### src/rtl/core/cab_pkg.sv
package cab_pkg;

  localparam int unsigned COORD_MAX = 8192;

  localparam int unsigned BOUND_W  = 14;
  localparam int unsigned STRIDE_W = 15;
  localparam int unsigned COORD_W  = 16;
  localparam int unsigned PIX_W    = 32;
  localparam int unsigned OFFS_W   = 27;
  localparam int unsigned CIDX_W   = 3;
  localparam int unsigned CDATA_W  = 15;

  localparam int unsigned IN_TDATA_W   = 96;
  localparam int unsigned OUT_TDATA_W  = 64;
  localparam int unsigned OUT_TUSER_W  = 1;

  localparam logic [CIDX_W-1:0] REG_CLIP_LEFT     = 3'd0;
  localparam logic [CIDX_W-1:0] REG_CLIP_TOP      = 3'd1;
  localparam logic [CIDX_W-1:0] REG_CLIP_RIGHT    = 3'd2;
  localparam logic [CIDX_W-1:0] REG_CLIP_BOTTOM   = 3'd3;
  localparam logic [CIDX_W-1:0] REG_SCREEN_WIDTH  = 3'd4;
  localparam logic [CIDX_W-1:0] REG_SCREEN_HEIGHT = 3'd5;
  localparam logic [CIDX_W-1:0] REG_ROW_STRIDE    = 3'd6;

  localparam logic [7:0] ALPHA_CLEAR  = 8'h00;
  localparam logic [7:0] ALPHA_OPAQUE = 8'hFF;

  typedef struct packed {
    logic [BOUND_W-1:0]  clip_left;
    logic [BOUND_W-1:0]  clip_top;
    logic [BOUND_W-1:0]  clip_right;
    logic [BOUND_W-1:0]  clip_bottom;
    logic [BOUND_W-1:0]  screen_width;
    logic [BOUND_W-1:0]  screen_height;
    logic [STRIDE_W-1:0] row_stride;
  } cab_cfg_t;

endpackage

### src/rtl/core/cab_cfg.sv
module cab_cfg (
  input  logic                            clk,
  input  logic                            rst_n,
  input  logic                            wr_en,
  input  logic [cab_pkg::CIDX_W-1:0]      wr_index,
  input  logic [cab_pkg::CDATA_W-1:0]     wr_data,
  output cab_pkg::cab_cfg_t               cfg
);
  import cab_pkg::*;

  cab_cfg_t cfg_r;
  cab_cfg_t cfg_nxt;
  logic [BOUND_W-1:0] bound_sat;

  // bounds saturate to COORD_MAX at write time
  always_comb begin
    if (32'(wr_data[BOUND_W-1:0]) > COORD_MAX) begin
      bound_sat = BOUND_W'(COORD_MAX);
    end else begin
      bound_sat = wr_data[BOUND_W-1:0];
    end
  end

  always_comb begin
    cfg_nxt = cfg_r;
    if (wr_en) begin
      unique case (wr_index)
        REG_CLIP_LEFT:     cfg_nxt.clip_left     = bound_sat;
        REG_CLIP_TOP:      cfg_nxt.clip_top      = bound_sat;
        REG_CLIP_RIGHT:    cfg_nxt.clip_right    = bound_sat;
        REG_CLIP_BOTTOM:   cfg_nxt.clip_bottom   = bound_sat;
        REG_SCREEN_WIDTH:  cfg_nxt.screen_width  = bound_sat;
        REG_SCREEN_HEIGHT: cfg_nxt.screen_height = bound_sat;
        REG_ROW_STRIDE:    cfg_nxt.row_stride    = wr_data[STRIDE_W-1:0];
        default:           cfg_nxt = cfg_r;
      endcase
    end
  end

  always_ff @(posedge clk) begin
    if (!rst_n) begin
      cfg_r <= '0;
    end else begin
      cfg_r <= cfg_nxt;
    end
  end

  assign cfg = cfg_r;

endmodule

### src/rtl/core/cab_clip.sv
module cab_clip (
  input  logic signed [cab_pkg::COORD_W-1:0] pos_x,
  input  logic signed [cab_pkg::COORD_W-1:0] pos_y,
  input  cab_pkg::cab_cfg_t                  cfg,
  output logic                               keep,
  output logic [cab_pkg::OFFS_W-1:0]         word_offset
);
  import cab_pkg::*;

  logic [COORD_W-2:0]         xu;
  logic [COORD_W-2:0]         yu;
  logic [2*STRIDE_W-1:0]      prod;
  logic [OFFS_W-1:0]          offs;

  assign xu = pos_x[COORD_W-2:0];
  assign yu = pos_y[COORD_W-2:0];

  assign keep = !pos_x[COORD_W-1] && !pos_y[COORD_W-1] &&
                (xu >= (COORD_W-1)'(cfg.clip_left)) &&
                (yu >= (COORD_W-1)'(cfg.clip_top)) &&
                (xu <  (COORD_W-1)'(cfg.clip_right)) &&
                (yu <  (COORD_W-1)'(cfg.clip_bottom)) &&
                (xu <  (COORD_W-1)'(cfg.screen_width)) &&
                (yu <  (COORD_W-1)'(cfg.screen_height));

  assign prod = yu * cfg.row_stride;
  assign offs = prod[OFFS_W-1:0] + OFFS_W'(xu);

  assign word_offset = keep ? offs : '0;

endmodule

### src/rtl/core/cab_blend.sv
module cab_blend (
  input  logic [cab_pkg::PIX_W-1:0] src_argb,
  input  logic [cab_pkg::PIX_W-1:0] dest_word,
  input  logic                      keep,
  output logic [cab_pkg::PIX_W-1:0] blended_color
);
  import cab_pkg::*;

  logic [7:0]  alpha;
  logic [7:0]  alpha_inv;
  logic [23:0] mixed;

  assign alpha     = src_argb[31:24];
  assign alpha_inv = ALPHA_OPAQUE - alpha;

  // per channel: (old*(255-a) + new*a + 127) / 255
  // divide by 255 as (t + (t>>8) + 1) >> 8, exact for t < 65535
  for (genvar ch = 0; ch < 3; ch++) begin : g_chan
    logic [16:0] sum;
    logic [16:0] quo;

    assign sum = 17'(dest_word[8*ch +: 8]) * 17'(alpha_inv) +
                 17'(src_argb[8*ch +: 8]) * 17'(alpha) + 17'd127;
    assign quo = sum + 17'(sum[16:8]) + 17'd1;
    assign mixed[8*ch +: 8] = quo[15:8];
  end

  always_comb begin
    if (!keep || alpha == ALPHA_CLEAR) begin
      blended_color = dest_word;
    end else if (alpha == ALPHA_OPAQUE) begin
      blended_color = {8'h00, src_argb[23:0]};
    end else begin
      blended_color = {8'h00, mixed};
    end
  end

endmodule

### src/rtl/core/clipped_argb_alpha_blend_unit.sv
// Channel  | Dir | Transfer when          | Payload
// in_      | in  | in_tvalid & in_tready  | tdata: pos_x, pos_y, src_argb, dest_word
// out_     | out | out_tvalid & out_tready| tuser: write_enable; tdata: offset, color
// cfg_     | in  | cfg_valid & cfg_ready  | cfg_index, cfg_data
//
// One pixel per cycle sustained while out_tready stays high; the result is registered.
// Work sits between the input register and the output register: the clip
// compares, one 15x15 offset multiply and the three-lane blend.
// A stalled output holds both stages; in_tready stays high while the input
// stage is empty or moving. cfg_ready is always high.
// Synchronous active-low reset clears the stage valids and config registers.
module clipped_argb_alpha_blend_unit (
  input  logic                                clk,
  input  logic                                rst_n,
  input  logic                                in_tvalid,
  output logic                                in_tready,
  // [15:0] pos_x, [31:16] pos_y, [63:32] src_argb, [95:64] dest_word
  input  logic [cab_pkg::IN_TDATA_W-1:0]      in_tdata,
  output logic                                out_tvalid,
  input  logic                                out_tready,
  // [26:0] word_offset, [58:27] blended_color, [63:59] zero
  output logic [cab_pkg::OUT_TDATA_W-1:0]     out_tdata,
  // [0] write_enable
  output logic [cab_pkg::OUT_TUSER_W-1:0]     out_tuser,
  input  logic                                cfg_valid,
  output logic                                cfg_ready,
  input  logic [cab_pkg::CIDX_W-1:0]          cfg_index,
  input  logic [cab_pkg::CDATA_W-1:0]         cfg_data
);
  import cab_pkg::*;

  cab_cfg_t cfg;

  logic                      s1_valid_r;
  logic                      s1_valid_nxt;
  logic [IN_TDATA_W-1:0]     s1_data_r;
  logic                      out_valid_r;
  logic                      out_valid_nxt;
  logic [OUT_TDATA_W-1:0]    out_data_r;
  logic [OUT_TDATA_W-1:0]    out_data_nxt;
  logic [OUT_TUSER_W-1:0]    out_user_r;
  logic [OUT_TUSER_W-1:0]    out_user_nxt;

  logic                      advance;
  logic                      in_xfer;
  logic                      keep;
  logic [OFFS_W-1:0]         word_offset;
  logic [PIX_W-1:0]          blended_color;

  assign cfg_ready = 1'b1;

  cab_cfg u_cfg (
    .clk      (clk),
    .rst_n    (rst_n),
    .wr_en    (cfg_valid),
    .wr_index (cfg_index),
    .wr_data  (cfg_data),
    .cfg      (cfg)
  );

  cab_clip u_clip (
    .pos_x       (s1_data_r[15:0]),
    .pos_y       (s1_data_r[31:16]),
    .cfg         (cfg),
    .keep        (keep),
    .word_offset (word_offset)
  );

  cab_blend u_blend (
    .src_argb      (s1_data_r[63:32]),
    .dest_word     (s1_data_r[95:64]),
    .keep          (keep),
    .blended_color (blended_color)
  );

  assign advance   = !out_valid_r || out_tready;
  assign in_tready = !s1_valid_r || advance;
  assign in_xfer   = in_tvalid && in_tready;

  always_comb begin
    s1_valid_nxt  = s1_valid_r;
    out_valid_nxt = out_valid_r;
    out_data_nxt  = out_data_r;
    out_user_nxt  = out_user_r;
    if (advance) begin
      out_valid_nxt = s1_valid_r;
      out_data_nxt  = {(OUT_TDATA_W-OFFS_W-PIX_W)'(0), blended_color, word_offset};
      out_user_nxt  = OUT_TUSER_W'(keep);
    end
    if (in_tready) begin
      s1_valid_nxt = in_tvalid;
    end
  end

  always_ff @(posedge clk) begin
    if (!rst_n) begin
      s1_valid_r  <= 1'b0;
      out_valid_r <= 1'b0;
    end else begin
      s1_valid_r  <= s1_valid_nxt;
      out_valid_r <= out_valid_nxt;
    end
  end

  always_ff @(posedge clk) begin
    if (in_xfer) begin
      s1_data_r <= in_tdata;
    end
    out_data_r <= out_data_nxt;
    out_user_r <= out_user_nxt;
  end

  assign out_tvalid = out_valid_r;
  assign out_tdata  = out_data_r;
  assign out_tuser  = out_user_r;

endmodule

### config.mk
export PLATFORM = sky130hd
export DESIGN_NAME = clipped_argb_alpha_blend_unit
export DESIGN_NICKNAME = d
export VERILOG_FILES = /design/src/rtl/core/cab_pkg.sv /design/src/rtl/core/cab_cfg.sv /design/src/rtl/core/cab_clip.sv /design/src/rtl/core/cab_blend.sv /design/src/rtl/core/clipped_argb_alpha_blend_unit.sv
export SDC_FILE = /design/constraint.sdc
export NUM_CORES = 2
export LEC_CHECK = 0
export BUFFER_PORTS_ARGS = -buffer_cell sky130_fd_sc_hd__buf_2
export CAP_MARGIN = 5
export CORE_ASPECT_RATIO = 0.8
export CORE_MARGIN = 1
export CORE_UTILIZATION = 55
export DETAILED_ROUTE_END_ITERATION = 10
export PLACE_DENSITY_LB_ADDON = 0.12
export SYNTH_ARGS = -nofsm -noshare
export SYNTH_HDL_FRONTEND = slang
export SYNTH_SLANG_ARGS = --single-unit
### constraint.sdc
create_clock -name clk -period 22.5 [get_ports clk]
set_clock_uncertainty 0.1 [all_clocks]
set_input_delay 4.5 -clock clk [delete_from_list [all_inputs] [get_ports clk]]
set_output_delay 4.5 -clock clk [all_outputs]
set_load 0.05 [all_outputs]
==> flow_results.xml <==
<?xml version="1.0" encoding="UTF-8"?>
<metrics>
  <group name="run_status">
    <metric name="status" unit="">complete, no violations</metric>
  </group>
  <group name="clock_tree">
    <metric name="clk_pin_slew" unit="ns">0.06</metric>
    <metric name="cts_num_sinks" unit="">257</metric>
    <metric name="clock_latency" unit="ns">0.61</metric>
    <metric name="post_cts_resized" unit="">0</metric>
    <metric name="clock_tree.htree_level_count" unit="">1</metric>
    <metric name="ctsHoldBuffers" unit="">0</metric>
    <metric name="cts_made_buffers" unit="">29</metric>
    <metric name="clock-root-buffer" unit="">clkbuf_16</metric>
    <metric name="cts_setup_buffers" unit="">0</metric>
    <metric name="clock_buffer_depth" unit="">3</metric>
    <metric name="cts_tree" unit="">done</metric>
  </group>
  <group name="routing">
    <metric name="routed_wire_length_per_instance" unit="um">19.1</metric>
    <metric name="number_of_drc_violations_after_detailed_routing" unit="">0</metric>
    <metric name="final_antenna_net_count" unit="">0</metric>
    <metric name="routed_wirelength" unit="um">86200</metric>
    <metric name="first_pass_iteration_count_of_the_detailed_router" unit="">5</metric>
    <metric name="via_count" unit="">24730</metric>
    <metric name="drt_first_iter_violations" unit="">1528</metric>
    <metric name="drt-vias-per-instance" unit="">5.48</metric>
  </group>
  <group name="placement">
    <metric name="io_buffer_count" unit="">180</metric>
    <metric name="pre_cts_slack" unit="ns">12.69</metric>
    <metric name="post-place-cells" unit="">4456</metric>
    <metric name="finalWeightedCongestion" unit="">0.909</metric>
    <metric name="hpwl" unit="um">64800</metric>
  </group>
  <group name="yosys">
    <metric name="syn_area" unit="um^2">33600</metric>
    <metric name="synth_area_leaders" unit="">fa_1 29%, edfxtp_1 14%, ha_1 13%</metric>
    <metric name="synth_top_area_cell" unit="">fa_1</metric>
    <metric name="synthDominantCellAreaShare" unit="%">29.2</metric>
    <metric name="dominantRegCellSynth" unit="">edfxtp_1</metric>
    <metric name="syn_inst" unit="">3600</metric>
    <metric name="yosys_register_bits" unit="">257</metric>
    <metric name="synth-seq-area-share" unit="%">19.9</metric>
    <metric name="synth-warning-count" unit="">0</metric>
    <metric name="synth_enable_flop_cells" unit="">156</metric>
    <metric name="count_of_cell_types_in_the_netlist" unit="">77</metric>
    <metric name="syn_area_per_cell" unit="um^2">9.34</metric>
    <metric name="async_reset_ff_share" unit="%">0</metric>
  </group>
  <group name="floorplanning">
    <metric name="core" unit="um^2">60100</metric>
    <metric name="num_rows" unit="">80</metric>
    <metric name="die_area" unit="um^2">62100</metric>
    <metric name="initial_utilization" unit="%">56.0</metric>
    <metric name="die_h" unit="um">223</metric>
    <metric name="die-width" unit="um">278</metric>
    <metric name="ioPinCount" unit="">187</metric>
  </group>
  <group name="sta">
    <metric name="final_period_minus_worst_setup_slack" unit="ns">9.81</metric>
    <metric name="setup_violations" unit="">0</metric>
    <metric name="worst_hold_slack" unit="ns">0.366</metric>
    <metric name="maxSlewViolCount" unit="">0</metric>
    <metric name="post_route_setup_tns" unit="ns">0</metric>
    <metric name="fmaxAchievable" unit="MHz">102</metric>
    <metric name="maxSlewHeadroom" unit="%">18.8</metric>
    <metric name="timing.final.crit_share" unit="%">43.6</metric>
    <metric name="worst_pin_slew" unit="ns">1.21</metric>
    <metric name="post-route-worst-setup-slack" unit="ns">12.69</metric>
    <metric name="grt_setup_unrepaired" unit="">false</metric>
    <metric name="hold_violations" unit="">0</metric>
  </group>
  <group name="layout">
    <metric name="filler_cell_count" unit="">5252</metric>
    <metric name="synthToLayoutAreaGrowth" unit="%">7.23</metric>
    <metric name="multi_input_logic_area" unit="um^2">23800</metric>
    <metric name="area.sequential" unit="um^2">6710</metric>
    <metric name="mostFrequentLayoutCell" unit="">inv_1</metric>
    <metric name="nets" unit="">4678</metric>
    <metric name="layout.cells.most_common_list" unit="">706 x inv_1, 508 x nand2_1, 491 x fa_1, 360 x ha_1, 190 x and2_1</metric>
    <metric name="non_filler_cells_final" unit="">4511</metric>
    <metric name="drive_gt1_share" unit="%">7.18</metric>
  </group>
  <group name="grt">
    <metric name="gr-total-overflow" unit="">0</metric>
    <metric name="number_of_global_route_vias_before_repair" unit="">26195</metric>
    <metric name="grtUsageTotal" unit="%">28.5</metric>
    <metric name="grt_start_max_net_pins" unit="">102</metric>
    <metric name="grt_antenna_before_repair" unit="">1</metric>
    <metric name="grt_pass1_wl" unit="um">139000</metric>
  </group>
  <group name="worst_setup_path">
    <metric name="cp_endpoint_kind" unit="">primary output</metric>
    <metric name="critPathCapture" unit="">in_tready</metric>
    <metric name="cp.required" unit="ns">17.90</metric>
    <metric name="worstSetupStartpointType" unit="">primary input</metric>
    <metric name="rr_startpoint" unit="">s1_data_r[56]</metric>
    <metric name="rr_endpoint" unit="">out_tdata[39]</metric>
    <metric name="worstSetupPathType" unit="">primary input to primary output</metric>
    <metric name="critPathArrivalTime" unit="ns">5.21</metric>
    <metric name="worst-r2r-setup-slack" unit="ns">14.10</metric>
    <metric name="worst-path-max-fanout" unit="">4</metric>
    <metric name="reg2reg_depth" unit="">27</metric>
    <metric name="startpoint" unit="">out_tready</metric>
  </group>
  <group name="run">
    <metric name="max_cap_viol_count" unit="">0</metric>
  </group>
  <group name="min_path">
    <metric name="worstHoldPathType" unit="">flop to flop</metric>
  </group>
</metrics>
==> worst max-delay path, stage by stage <==
cell     delay, ns
buf_2         0.10
nor2b_1       0.26
nand2_1       0.12
buf_2         0.22
==> stage by stage <==
| stage | util (%) | instance area (um^2) |
|---|---|---|
| global route | 60.0 | 36100 |
| global placement | 58.6 | 35200 |
| CTS | 60.0 | 36100 |
| detailed placement | 58.6 | 35200 |
| floorplan | - | 33600 |
| finish | 60.0 | 36100 |
==> how the worst min path moves through the flow <==
stage / cells after the start / endpoint / from / slack [ns]
after floorplan: 2 / u_cfg.cfg[16] / u_cfg.cfg[16] / 0.34
after global placement: 2 / u_cfg.cfg[24] / u_cfg.cfg[24] / 0.35
after detailed placement: 2 / u_cfg.cfg[64] / u_cfg.cfg[64] / 0.36
after CTS: 2 / u_cfg.cfg[64] / u_cfg.cfg[64] / 0.37
after global routing: 2 / u_cfg.cfg[54] / u_cfg.cfg[54] / 0.39
final: 2 / u_cfg.cfg[60] / u_cfg.cfg[60] / 0.37
==> flip-flops by register name (all words and copies together) (netlist names) <==
register	cells
s1_valid_r	1
u_cfg.cfg	99
out_tvalid	1
out_tuser	1
out_tdata	59
s1_data_r	96
==> synthesized netlist by cell type, types with 4 or more instances <==
| cell type | instances |
|---|---|
| inv_1 | 707 |
| nand2_1 | 508 |
| fa_1 | 491 |
| ha_1 | 360 |
| and2_1 | 191 |
| edfxtp_1 | 156 |
| nor2b_1 | 134 |
| nand2b_1 | 112 |
| clkbuf_1 | 110 |
| dfxtp_1 | 101 |
| a21boi_0 | 99 |
| a21oi_1 | 84 |
| nor2_1 | 78 |
| o21ai_0 | 56 |
| xnor2_1 | 55 |
| a21o_1 | 37 |
| xor2_1 | 34 |
| nand3_1 | 29 |
| nor3_1 | 23 |
| a211oi_1 | 16 |
| nand4_1 | 16 |
| and3_1 | 15 |
| mux2i_1 | 15 |
| o21a_1 | 14 |
| o21bai_1 | 11 |
| a31oi_1 | 9 |
| buf_1 | 9 |
| o2111ai_1 | 8 |
| o21ai_1 | 8 |
| buf_4 | 7 |
| or3_1 | 7 |
| nand3b_1 | 6 |
| nor4_1 | 6 |
| o211ai_1 | 6 |
| a2111oi_0 | 5 |
| o31ai_1 | 5 |
| or4_1 | 5 |
| a211o_1 | 4 |
| and4_1 | 4 |
| or2_2 | 4 |
==> logic make-up (layout without fill, tap and decap cells) <==
logic type	Yosys count	count (layout)	synth area share, %
compound gates	394	394	7.97
xor+xnor	90	90	2.39
fa+ha+maj	852	852	42.7
buf+inv	837	964	9.46
flops	257	257	19.9
mux	15	15	0.446
other cells	2	7	0.0223
simple gates	1153	1153	17.1
==> metal layers <==
layer	share of wire [%]	track usage (%)	up-vias
met5	0	0	-
met4	2.5	6.98	0
met3	6.5	3.71	147
met2	45	45.8	760
met1	46	40.9	12379
li1	-	-	11444
==> cell type report <==
cell class                      instances  area share (%)
Sequential cell                       257            18.6
Multi-Input combinational cell       2510            65.9
Inverter                              707            7.36
Tap cell                              779            2.70
Antenna cell                            1         0.00694
Clock buffer                           33            2.05
Timing Repair Buffer                  203            2.98
Clock inverter                         21           0.354
Power is left out: the tool's default activity adds up to more than one toggle a clock period on the data nets, which glitch-free logic cannot reach.
